<file path="src/sv/drpfe_pkg.sv">
// ----------------------------------------------------------------------------
// drpfe_pkg
// types, codes and constants shared by the dimmer pulse frame encoder
// ----------------------------------------------------------------------------
package drpfe_pkg;

    // field widths
    localparam int ID_W     = 26;
    localparam int UNIT_W   = 5;
    localparam int MODE_W   = 2;
    localparam int LEVEL_W  = 5;
    localparam int BASE_W   = 10;
    localparam int FACTOR_W = 6;
    localparam int PULSE_W  = 16;
    localparam int COUNT_W  = 3;
    localparam int ERR_W    = 3;
    localparam int CFG_IDX_W = 2;

    localparam int S_TDATA_W = 40;
    localparam int M_TDATA_W = 72;

    // input field positions in s_tdata
    localparam int ID_LSB    = 0;
    localparam int UNIT_LSB  = ID_LSB + ID_W;
    localparam int ALL_LSB   = UNIT_LSB + UNIT_W;
    localparam int MODE_LSB  = ALL_LSB + 1;
    localparam int LEVEL_LSB = MODE_LSB + MODE_W;

    // frame payload
    localparam int WORD_W = 36;
    localparam int CNT_W  = 6;
    localparam logic [CNT_W-1:0] BIT_CNT_FIRST = CNT_W'(WORD_W - 1);
    // bit counter value while the state slot goes out
    localparam logic [CNT_W-1:0] STATE_SLOT_CNT = CNT_W'(8);

    localparam logic [COUNT_W-1:0] CNT_PAIR  = 3'd2;
    localparam logic [COUNT_W-1:0] CNT_QUAD  = 3'd4;
    localparam logic [COUNT_W-1:0] CNT_NONE  = 3'd0;

    // register reset values
    localparam logic [BASE_W-1:0]   BASE_RST   = 10'd300;
    localparam logic [FACTOR_W-1:0] LONG_RST   = 6'd5;
    localparam logic [FACTOR_W-1:0] HEADER_RST = 6'd10;
    localparam logic [FACTOR_W-1:0] FOOTER_RST = 6'd38;

    typedef enum logic [CFG_IDX_W-1:0] {
        CFG_BASE   = 2'd0,
        CFG_LONG   = 2'd1,
        CFG_HEADER = 2'd2,
        CFG_FOOTER = 2'd3
    } cfg_idx_t;

    typedef enum logic [MODE_W-1:0] {
        MODE_OFF = 2'd0,
        MODE_ON  = 2'd1,
        MODE_DIM = 2'd2,
        MODE_BAD = 2'd3
    } mode_t;

    typedef enum logic [ERR_W-1:0] {
        ERR_NONE  = 3'd0,
        ERR_ID    = 3'd1,
        ERR_UNIT  = 3'd2,
        ERR_LEVEL = 3'd3,
        ERR_MODE  = 3'd4
    } err_t;

    // microcode
    typedef logic [2:0] step_t;

    localparam step_t ST_WAIT = 3'd0;
    localparam step_t ST_MULL = 3'd1;
    localparam step_t ST_MULH = 3'd2;
    localparam step_t ST_HDR  = 3'd3;
    localparam step_t ST_BIT  = 3'd4;
    localparam step_t ST_FTR  = 3'd5;
    localparam step_t ST_ERR  = 3'd6;
    localparam step_t ST_SPARE = 3'd7;

    typedef enum logic [1:0] {
        MUL_NONE = 2'd0,
        MUL_LONG = 2'd1,
        MUL_HDR  = 2'd2,
        MUL_FTR  = 2'd3
    } mul_sel_t;

    typedef enum logic [2:0] {
        EMIT_NONE = 3'd0,
        EMIT_HDR  = 3'd1,
        EMIT_BIT  = 3'd2,
        EMIT_FTR  = 3'd3,
        EMIT_ERR  = 3'd4
    } emit_t;

    typedef enum logic [1:0] {
        JMP_NEXT   = 2'd0,
        JMP_ALWAYS = 2'd1,
        JMP_ERR    = 2'd2,
        JMP_MORE   = 2'd3
    } jmp_t;

    typedef struct packed {
        logic     take;
        mul_sel_t mul;
        emit_t    emit;
        jmp_t     jmp;
        step_t    target;
    } uword_t;

    typedef struct packed {
        logic     fire;
        logic     take;
        mul_sel_t mul;
        emit_t    emit;
    } ctl_t;

    typedef struct packed {
        logic cmd_err;
        logic bits_left;
        logic out_free;
    } stat_t;

endpackage

</file>
<file path="src/sv/dimmer_remote_pulse_frame_encoder_unit.sv">
// ----------------------------------------------------------------------------
// dimmer_remote_pulse_frame_encoder_unit
// microcoded encoder from dimmer commands to ook pulse groups
// ----------------------------------------------------------------------------
// Each accepted command is checked and then turned into 38 pulse-group
// transactions (header pair, 36 four-pulse bit groups MSB first, footer pair
// with tlast), or into a single error transaction with tlast set. A short
// program in a control store steps through the work: one step takes the
// command, the next two steps and the header step run the shared 10x6 pulse
// multiplier, then one group leaves per cycle while m_tready is high. The next
// command is taken only when the program returns to its wait step. Pulse
// lengths scale with the registers base_pulse, long_factor, header_factor and
// footer_factor, which the user must write only while the block is idle; the
// block itself does not enforce this.
module dimmer_remote_pulse_frame_encoder_unit
    import drpfe_pkg::*;
(
    input  logic                  aclk,
    input  logic                  aresetn,
    // configuration
    input  logic                  cfg_wr_en,
    input  logic [CFG_IDX_W-1:0]  cfg_index,
    input  logic [BASE_W-1:0]     cfg_wdata,
    // command stream
    input  logic                  s_tvalid,
    output logic                  s_tready,
    input  logic [S_TDATA_W-1:0]  s_tdata,   // id, unit, all, mode, dimlevel, pad
    // pulse group stream
    output logic                  m_tvalid,
    input  logic                  m_tready,
    output logic [M_TDATA_W-1:0]  m_tdata,   // pulse_a, pulse_b, pulse_c, pulse_d,
                                             // pulse_count, error, pad
    output logic                  m_tlast
);

    ctl_t  ctl;
    stat_t stat;

    drpfe_seq u_seq (
        .aclk     (aclk),
        .aresetn  (aresetn),
        .s_tvalid (s_tvalid),
        .stat     (stat),
        .ctl      (ctl)
    );

    drpfe_dp u_dp (
        .aclk      (aclk),
        .aresetn   (aresetn),
        .cfg_wr_en (cfg_wr_en),
        .cfg_index (cfg_index),
        .cfg_wdata (cfg_wdata),
        .s_tdata   (s_tdata),
        .m_tdata   (m_tdata),
        .m_tvalid  (m_tvalid),
        .m_tready  (m_tready),
        .m_tlast   (m_tlast),
        .ctl       (ctl),
        .stat      (stat)
    );

    assign s_tready = ctl.take && aresetn;

endmodule

</file>
<file path="src/sv/drpfe_urom.sv">
// ----------------------------------------------------------------------------
// drpfe_urom
// control store: one control word per program step
// ----------------------------------------------------------------------------
module drpfe_urom
    import drpfe_pkg::*;
(
    input  step_t  step,
    output uword_t uword
);

    always_comb begin
        unique case (step)
            ST_WAIT: uword = '{take: 1'b1, mul: MUL_NONE, emit: EMIT_NONE,
                               jmp: JMP_NEXT, target: ST_WAIT};
            ST_MULL: uword = '{take: 1'b0, mul: MUL_LONG, emit: EMIT_NONE,
                               jmp: JMP_ERR, target: ST_ERR};
            ST_MULH: uword = '{take: 1'b0, mul: MUL_HDR, emit: EMIT_NONE,
                               jmp: JMP_NEXT, target: ST_WAIT};
            ST_HDR:  uword = '{take: 1'b0, mul: MUL_FTR, emit: EMIT_HDR,
                               jmp: JMP_NEXT, target: ST_WAIT};
            ST_BIT:  uword = '{take: 1'b0, mul: MUL_NONE, emit: EMIT_BIT,
                               jmp: JMP_MORE, target: ST_BIT};
            ST_FTR:  uword = '{take: 1'b0, mul: MUL_NONE, emit: EMIT_FTR,
                               jmp: JMP_ALWAYS, target: ST_WAIT};
            ST_ERR:  uword = '{take: 1'b0, mul: MUL_NONE, emit: EMIT_ERR,
                               jmp: JMP_ALWAYS, target: ST_WAIT};
            default: uword = '{take: 1'b0, mul: MUL_NONE, emit: EMIT_NONE,
                               jmp: JMP_ALWAYS, target: ST_WAIT};
        endcase
    end

endmodule

</file>
<file path="src/sv/drpfe_seq.sv">
// ----------------------------------------------------------------------------
// drpfe_seq
// step counter with conditional jumps and stall on either handshake
// ----------------------------------------------------------------------------
module drpfe_seq
    import drpfe_pkg::*;
(
    input  logic  aclk,
    input  logic  aresetn,
    input  logic  s_tvalid,
    input  stat_t stat,
    output ctl_t  ctl
);

    step_t  step_reg;
    step_t  step_next;
    uword_t uword;
    logic   stall;

    drpfe_urom u_urom (
        .step  (step_reg),
        .uword (uword)
    );

    assign stall = (uword.take && !s_tvalid) ||
                   ((uword.emit != EMIT_NONE) && !stat.out_free);

    assign ctl.fire = !stall;
    assign ctl.take = uword.take;
    assign ctl.mul  = uword.mul;
    assign ctl.emit = uword.emit;

    always_comb begin
        step_next = step_reg;
        if (!stall) begin
            unique case (uword.jmp)
                JMP_NEXT:   step_next = step_reg + 3'd1;
                JMP_ALWAYS: step_next = uword.target;
                JMP_ERR:    step_next = stat.cmd_err ? uword.target : step_reg + 3'd1;
                JMP_MORE:   step_next = stat.bits_left ? uword.target : step_reg + 3'd1;
                default:    step_next = ST_WAIT;
            endcase
        end
    end

    always_ff @(posedge aclk) begin
        if (!aresetn) begin
            step_reg <= ST_WAIT;
        end else begin
            step_reg <= step_next;
        end
    end

endmodule

</file>
<file path="src/sv/drpfe_dp.sv">
// ----------------------------------------------------------------------------
// drpfe_dp
// command check, pulse length multiplier, bit shifter and output register
// ----------------------------------------------------------------------------
module drpfe_dp
    import drpfe_pkg::*;
(
    input  logic                  aclk,
    input  logic                  aresetn,
    input  logic                  cfg_wr_en,
    input  logic [CFG_IDX_W-1:0]  cfg_index,
    input  logic [BASE_W-1:0]     cfg_wdata,
    input  logic [S_TDATA_W-1:0]  s_tdata,
    output logic [M_TDATA_W-1:0]  m_tdata,
    output logic                  m_tvalid,
    input  logic                  m_tready,
    output logic                  m_tlast,
    input  ctl_t                  ctl,
    output stat_t                 stat
);

    logic [BASE_W-1:0]   base_reg;
    logic [FACTOR_W-1:0] long_f_reg;
    logic [FACTOR_W-1:0] hdr_f_reg;
    logic [FACTOR_W-1:0] ftr_f_reg;

    logic [ID_W-1:0]    in_id;
    logic [UNIT_W-1:0]  in_unit;
    logic               in_all;
    mode_t              in_mode;
    logic [LEVEL_W-1:0] in_level;
    err_t               in_err;
    logic [WORD_W-1:0]  in_word;

    err_t               err_reg;
    logic               dim_reg;
    logic [WORD_W-1:0]  word_reg;
    logic [CNT_W-1:0]   cnt_reg;

    logic [FACTOR_W-1:0] mul_factor;
    logic [PULSE_W-1:0]  mul_prod;
    logic [PULSE_W-1:0]  long_reg;
    logic [PULSE_W-1:0]  hdr_reg;
    logic [PULSE_W-1:0]  ftr_reg;

    logic [PULSE_W-1:0]  short_p;
    logic                out_load;
    logic                slot_state;
    logic [PULSE_W-1:0]  a_next, b_next, c_next, d_next;
    logic [COUNT_W-1:0]  cnt_out_next;
    err_t                err_out_next;
    logic                last_next;

    logic [PULSE_W-1:0]  a_reg, b_reg, c_reg, d_reg;
    logic [COUNT_W-1:0]  cnt_out_reg;
    err_t                err_out_reg;
    logic                last_reg;
    logic                valid_reg;
    logic                valid_next;

    // configuration registers
    always_ff @(posedge aclk) begin
        if (!aresetn) begin
            base_reg   <= BASE_RST;
            long_f_reg <= LONG_RST;
            hdr_f_reg  <= HEADER_RST;
            ftr_f_reg  <= FOOTER_RST;
        end else if (cfg_wr_en) begin
            unique case (cfg_idx_t'(cfg_index))
                CFG_BASE:   base_reg   <= cfg_wdata;
                CFG_LONG:   long_f_reg <= cfg_wdata[FACTOR_W-1:0];
                CFG_HEADER: hdr_f_reg  <= cfg_wdata[FACTOR_W-1:0];
                CFG_FOOTER: ftr_f_reg  <= cfg_wdata[FACTOR_W-1:0];
                default:    ;
            endcase
        end
    end

    // command unpack and check
    assign in_id    = s_tdata[ID_LSB +: ID_W];
    assign in_unit  = s_tdata[UNIT_LSB +: UNIT_W];
    assign in_all   = s_tdata[ALL_LSB];
    assign in_mode  = mode_t'(s_tdata[MODE_LSB +: MODE_W]);
    assign in_level = s_tdata[LEVEL_LSB +: LEVEL_W];

    always_comb begin
        if (in_mode == MODE_BAD) begin
            in_err = ERR_MODE;
        end else if (in_id == '0) begin
            in_err = ERR_ID;
        end else if (!in_all && in_unit[UNIT_W-1]) begin
            in_err = ERR_UNIT;
        end else if ((in_mode == MODE_DIM) && in_level[LEVEL_W-1]) begin
            in_err = ERR_LEVEL;
        end else begin
            in_err = ERR_NONE;
        end
    end

    assign in_word = {in_id, in_all, (in_mode == MODE_ON),
                      (in_all ? 4'b0000 : in_unit[3:0]),
                      ((in_mode == MODE_DIM) ? in_level[3:0] : 4'b0000)};

    always_ff @(posedge aclk) begin
        if (ctl.fire && ctl.take) begin
            err_reg  <= in_err;
            dim_reg  <= (in_mode == MODE_DIM);
            word_reg <= in_word;
        end else if (ctl.fire && (ctl.emit == EMIT_BIT)) begin
            word_reg <= {word_reg[WORD_W-2:0], 1'b0};
        end
        if (ctl.fire && (ctl.emit == EMIT_HDR)) begin
            cnt_reg <= BIT_CNT_FIRST;
        end else if (ctl.fire && (ctl.emit == EMIT_BIT)) begin
            cnt_reg <= cnt_reg - CNT_W'(1);
        end
    end

    // shared multiplier
    always_comb begin
        case (ctl.mul)
            MUL_LONG: mul_factor = long_f_reg;
            MUL_HDR:  mul_factor = hdr_f_reg;
            MUL_FTR:  mul_factor = ftr_f_reg;
            default:  mul_factor = '0;
        endcase
    end

    assign mul_prod = PULSE_W'(base_reg) * PULSE_W'(mul_factor);

    always_ff @(posedge aclk) begin
        if (ctl.fire) begin
            case (ctl.mul)
                MUL_LONG: long_reg <= mul_prod;
                MUL_HDR:  hdr_reg  <= mul_prod;
                MUL_FTR:  ftr_reg  <= mul_prod;
                default:  ;
            endcase
        end
    end

    // group build
    assign short_p    = PULSE_W'(base_reg);
    assign slot_state = dim_reg && (cnt_reg == STATE_SLOT_CNT);

    always_comb begin
        a_next       = short_p;
        b_next       = short_p;
        c_next       = '0;
        d_next       = '0;
        cnt_out_next = CNT_PAIR;
        err_out_next = ERR_NONE;
        last_next    = 1'b0;
        case (ctl.emit)
            EMIT_HDR: begin
                b_next = hdr_reg;
            end
            EMIT_BIT: begin
                cnt_out_next = CNT_QUAD;
                c_next       = short_p;
                if (slot_state) begin
                    d_next = short_p;
                end else if (word_reg[WORD_W-1]) begin
                    b_next = long_reg;
                    d_next = short_p;
                end else begin
                    d_next = long_reg;
                end
            end
            EMIT_FTR: begin
                b_next    = ftr_reg;
                last_next = 1'b1;
            end
            EMIT_ERR: begin
                a_next       = '0;
                b_next       = '0;
                cnt_out_next = CNT_NONE;
                err_out_next = err_reg;
                last_next    = 1'b1;
            end
            default: ;
        endcase
    end

    // output register
    assign stat.out_free  = !valid_reg || m_tready;
    assign stat.cmd_err   = (err_reg != ERR_NONE);
    assign stat.bits_left = (cnt_reg != '0);

    assign out_load   = ctl.fire && (ctl.emit != EMIT_NONE);
    assign valid_next = out_load ? 1'b1 : (m_tready ? 1'b0 : valid_reg);

    always_ff @(posedge aclk) begin
        if (!aresetn) begin
            valid_reg <= 1'b0;
        end else begin
            valid_reg <= valid_next;
        end
    end

    always_ff @(posedge aclk) begin
        if (out_load) begin
            a_reg       <= a_next;
            b_reg       <= b_next;
            c_reg       <= c_next;
            d_reg       <= d_next;
            cnt_out_reg <= cnt_out_next;
            err_out_reg <= err_out_next;
            last_reg    <= last_next;
        end
    end

    assign m_tvalid = valid_reg;
    assign m_tlast  = last_reg;
    assign m_tdata  = {2'b00, err_out_reg, cnt_out_reg, d_reg, c_reg, b_reg, a_reg};

endmodule
</file>
<file path="config.mk">
export PLATFORM = sky130hd
export DESIGN_NAME = dimmer_remote_pulse_frame_encoder_unit
export DESIGN_NICKNAME = d
export VERILOG_FILES = /design/src/sv/drpfe_pkg.sv /design/src/sv/dimmer_remote_pulse_frame_encoder_unit.sv /design/src/sv/drpfe_urom.sv /design/src/sv/drpfe_seq.sv /design/src/sv/drpfe_dp.sv
export SDC_FILE = /design/constraint.sdc
export NUM_CORES = 1
export LEC_CHECK = 0
export ABC_CLOCK_PERIOD_IN_PS = 11500
export BUFFER_PORTS_ARGS = -buffer_cell sky130_fd_sc_hd__buf_2
export CAP_MARGIN = 5
export CORE_MARGIN = 1
export CORE_UTILIZATION = 30
export CTS_CLUSTER_SIZE = 28
export DETAILED_ROUTE_END_ITERATION = 10
export GPL_TIMING_DRIVEN = 0
export SLEW_MARGIN = 5
export SYNTH_ARGS = -nofsm -noshare
export SYNTH_HDL_FRONTEND = slang
export SYNTH_SLANG_ARGS = --single-unit
export TNS_END_PERCENT = 30
</file>
<file path="constraint.sdc">
create_clock -name aclk -period 11.5 [get_ports aclk]
set_input_delay 0.575 -clock aclk [delete_from_list [all_inputs] [get_ports aclk]]
set_output_delay 0.575 -clock aclk [all_outputs]
set_load 0.01 [all_outputs]
</file>
==> summary by stage <==
Run status
The run finished, with violations left. The checks that failed: DRC.

Route
In this run the remaining antenna-violating nets after routing total 0. The number of remaining DRC errors is 20. The routed wire length is 20.2 mm. The number of detailed-route iterations in the first pass is 8. In the final routed layout, each cell accounts on average for 15.3 um. The via density per instance is 4.58. The first routing iteration left 380 violations. The via total after detailed routing is 6052.

Global route
Global routing finished with a remaining overflow of 0. The total global routing track utilization is 0.132. Entering global routing, the biggest net connects 37 pins. The via count of the first global-routing pass is 6347. The global-route wire length before repair is 33.5 mm. The initial antenna violation count is 2.

Synth
The area share of the largest cell type after synthesis is 0.462. The cell type contributing the most total cell area after synthesis is edfxtp_1. Summing every instance area after synthesis gives 0.00948 mm^2. The count of unique library cells instantiated by Yosys is 58. In this run, synthesis inferred 146 flip-flops with an integrated enable. After synthesis the netlist holds a flip-flop and latch count of 184. The share of synthesized flip-flops with an asynchronous set or reset is 0. The warning count from the yosys run is 0. Sorting the synthesized cells by area gives the leading types as edfxtp_1, dfxtp_1, fa_1. For this run, the leading register cell type out of synthesis is edfxtp_1. The post-synthesis average cell area is 12.5 um^2. Synthesis handed over a netlist of 760 instances. For this run, the register share of the synthesized area comes to 0.543.

Setup path
The path depth of the worst reg2reg path is 17. The critical path startpoint category is a flop. Data on the critical path is required at its endpoint by 11.72 ns.

The most critical setup path has its startpoint at u_seq.step_reg[1]$_SDFFE_PN0N_. The setup check on the worst reg-to-reg path leaves a slack of 5.32 ns. The largest single stage delay on the critical path is 0.62 ns. The endpoint type of the worst setup path is a flop. In this run the critical register-to-register path is launched from u_seq.step_reg[1]$_SDFFE_PN0N_. The worst register-to-register path ends at u_dp.hdr_reg[13]$_DFFE_PP_. Data on the critical path arrives at its endpoint at 6.40 ns.

The critical path capture point is u_dp.hdr_reg[13]$_DFFE_PP_. The kind of critical path is flop to flop. The critical path goes through ha_1 -> ha_1 -> a21oi_1 -> o21ai_2 -> mux2_2 -> a22oi_2 -> nand2b_1 -> fa_1 -> fa_1 -> fa_1 -> inv_1 -> ha_1 -> a211oi_1 -> o211ai_1 -> a31o_2 -> a21oi_1 -> xnor2_1. The slowest stage of the critical path is the dfxtp_1 cell.

The top fanout value on the critical path is 10.

Clock network
For the worst-skew pair, the clock arrives at the later sink with an insertion delay of 0.44 ns. TritonCTS built the clock tree. The cts-stage hold buffer count is 0. Post-CTS repair changed the size of 0 cells.

The clock sink total is 184. The library cell used as clock root buffer is clkbuf_16. The post-CTS repair timing setup buffer count is 0.

The count of H-tree levels built during CTS is 4. No sink is reached through more buffers than the 2 on the longest clock path. Clock-pin slew was measured on the worst setup and hold paths at 0.07 ns. The number of clock buffers added by TritonCTS is 17.

Timing
The final critical-path share of the clock period is 0.537. For this run, the top clock speed supported by timing is 162 MHz. At the pin with the least slew margin, the transition time is 0.900 ns. The total count of hold-check failures in the final report came to 0. The clock arrives with 0.0156 ns of skew. Headroom to the max-slew limit came out at 0.400.

The number of setup violations in the final report is 0. Setup repair after global routing left no endpoint under its margin. The least setup slack across all paths after layout is 5.32 ns. The accumulated negative setup slack is 0 ns.

The number of pins exceeding their max-slew limit in the final report is 0. The smallest clock period supported by the final layout is computed as 6.18 ns.

Hold path
In this run the worst hold path is classified as input port to flop. The launch point of the worst hold path is cfg_wdata[8].

Placement
Prior to clock tree synthesis, the placed netlist has a worst setup slack of 5.35 ns. The sum of net half-perimeters after detailed placement is 14.9 mm. At the end of routability-driven placement, the weighted congestion stood at 0.783. The number of input and output port buffers inserted is 115.

Floorplanning
In this run the core area contains 64 standard-cell rows. The area inside the core boundary is 0.0308 mm^2. The area enclosed by the die boundary is 0.0323 mm^2. The initial utilization of the core area, before any placement, comes to 0.308.

During I/O placement, the number of pins put on the boundary was 132. The vertical die dimension is 180 um. The horizontal die dimension is 180 um.

Power and ir drop
For this design the static power due to leakage is 4.53 nW. Across the VDD grid, the largest voltage drop is 113 uV. Power spread over the standard cell area amounts to 226 mW/mm^2.

Final layout
The commonest non-fill, non-tap cell in the layout is edfxtp_1. The fraction of layout cells with a size suffix above 1 is 0.226. Relative to the synthesized area, the layout overhead comes to 18.4%. The register with the most flip-flops in the layout has 36 of them. The library cells used most frequently in the layout, excluding fill and tap cells, are edfxtp_1, buf_2, nand2_1.

The number of fillers in the final layout is 3010. The number of nets at the end of the flow is 1031.

Job
The count of max-cap constraint violations is 0.
-- routing by layer --
metal,part of all wire,GRT usage
met3,0.040,0.0320
met4,0.011,0.0417
met2,0.47,0.218
met5,0,0
met1,0.48,0.171
-- how the worst min path moves through the flow --
| stage | depth (start not counted) | end |
|---|---|---|
| after floorplan | 2 | u_dp.ftr_f_reg[1]$_SDFFE_PN1P_ |
| after global placement | 2 | u_dp.ftr_f_reg[1]$_SDFFE_PN1P_ |
| after detailed placement | 2 | u_dp.ftr_f_reg[2]$_SDFFE_PN1P_ |
| after CTS | 3 | u_dp.base_reg[8]$_SDFFE_PN1P_ |
| after global routing | 3 | u_dp.base_reg[8]$_SDFFE_PN1P_ |
| final | 3 | u_dp.base_reg[8]$_SDFFE_PN1P_ |
-- kinds of logic after synthesis --
| family | Yosys count | share of synthesized area |
|---|---|---|
| XOR/XNOR | 14 | 0.0129 |
| flip-flops | 184 | 0.543 |
| multiplexers | 45 | 0.0519 |
| AO/OA/AOI/OAI | 123 | 0.101 |
| buffers and inverters | 86 | 0.0417 |
| adder cells (fa/ha/maj) | 64 | 0.111 |
| other | 1 | 0.000395 |
| AND/OR/NAND/NOR | 243 | 0.139 |
-- Yosys cell counts (3+ instances only) --
cell type / count
a21boi_0: 10
o21ai_0: 17
nand2b_1: 19
buf_2: 7
a31o_2: 3
nor3_1: 4
inv_2: 3
ha_1: 31
a221o_1: 10
and3_1: 6
inv_1: 46
a21oi_1: 16
xor2_1: 5
mux2_1: 22
nor4_1: 7
mux2_2: 11
mux2i_1: 12
dfxtp_1: 38
o22a_1: 10
xnor2_1: 9
nand3_1: 11
and2_1: 33
o21ai_1: 3
nand2_1: 66
fa_1: 33
o21bai_1: 4
buf_4: 17
o211ai_1: 4
nor2b_1: 60
a211oi_1: 3
nor3b_1: 3
edfxtp_1: 146
a22o_1: 17
clkbuf_1: 12
a21o_1: 8
a22oi_2: 6
nor2_1: 21
-- critical path, delay by kind of cell (launching register included) --
family                     cells  cell delay (ns)
AOI/OAI and AO/OA              7             2.11
xor gates and xnor gates       1             0.21
DFF                            1             0.62
and+or+nand+nor                1             0.21
muxes                          1             0.44
adders and majority gates      6             2.35
buffers and inverters          1             0.04
-- final cells by class --
cell class	instances	area, um^2	area share
clock buffers	19	464	0.0413
inverters	49	184	0.0164
flip-flops and latches	184	5140	0.458
repair buffers	117	603	0.0537
diodes	2	5.00	0.000446
clock inverters	13	108	0.00958
well taps	396	495	0.0441
plain buffers	37	211	0.0188
multi-input cells	504	4020	0.358
-- per-stage QoR --
| stage | area [um^2] | util | hold slack [ns] | power (mW) | instances |
|---|---|---|---|---|---|
| after floorplan | 9540 | - | 0.435 | 1.73 | 774 |
| after global placement | 10600 | 0.344 | 0.445 | 1.97 | 1285 |
| after detailed placement | 10700 | 0.346 | 0.456 | 2.00 | 1287 |
| after CTS | 11200 | 0.364 | 0.327 | 2.57 | 1319 |
| after global routing | 11200 | 0.364 | 0.345 | 2.71 | 1319 |
| final | 11200 | 0.364 | 0.338 | 2.54 | 1321 |
-- where the power goes --
| group | internal [mW] | switching [mW] | leakage, nW |
|---|---|---|---|
| sequential | 1.03 | 0.0732 | 1.69 |
| clock | 0.309 | 0.260 | 0.289 |
| combinational | 0.324 | 0.538 | 2.55 |
Power figures use the tool's default switching activity.
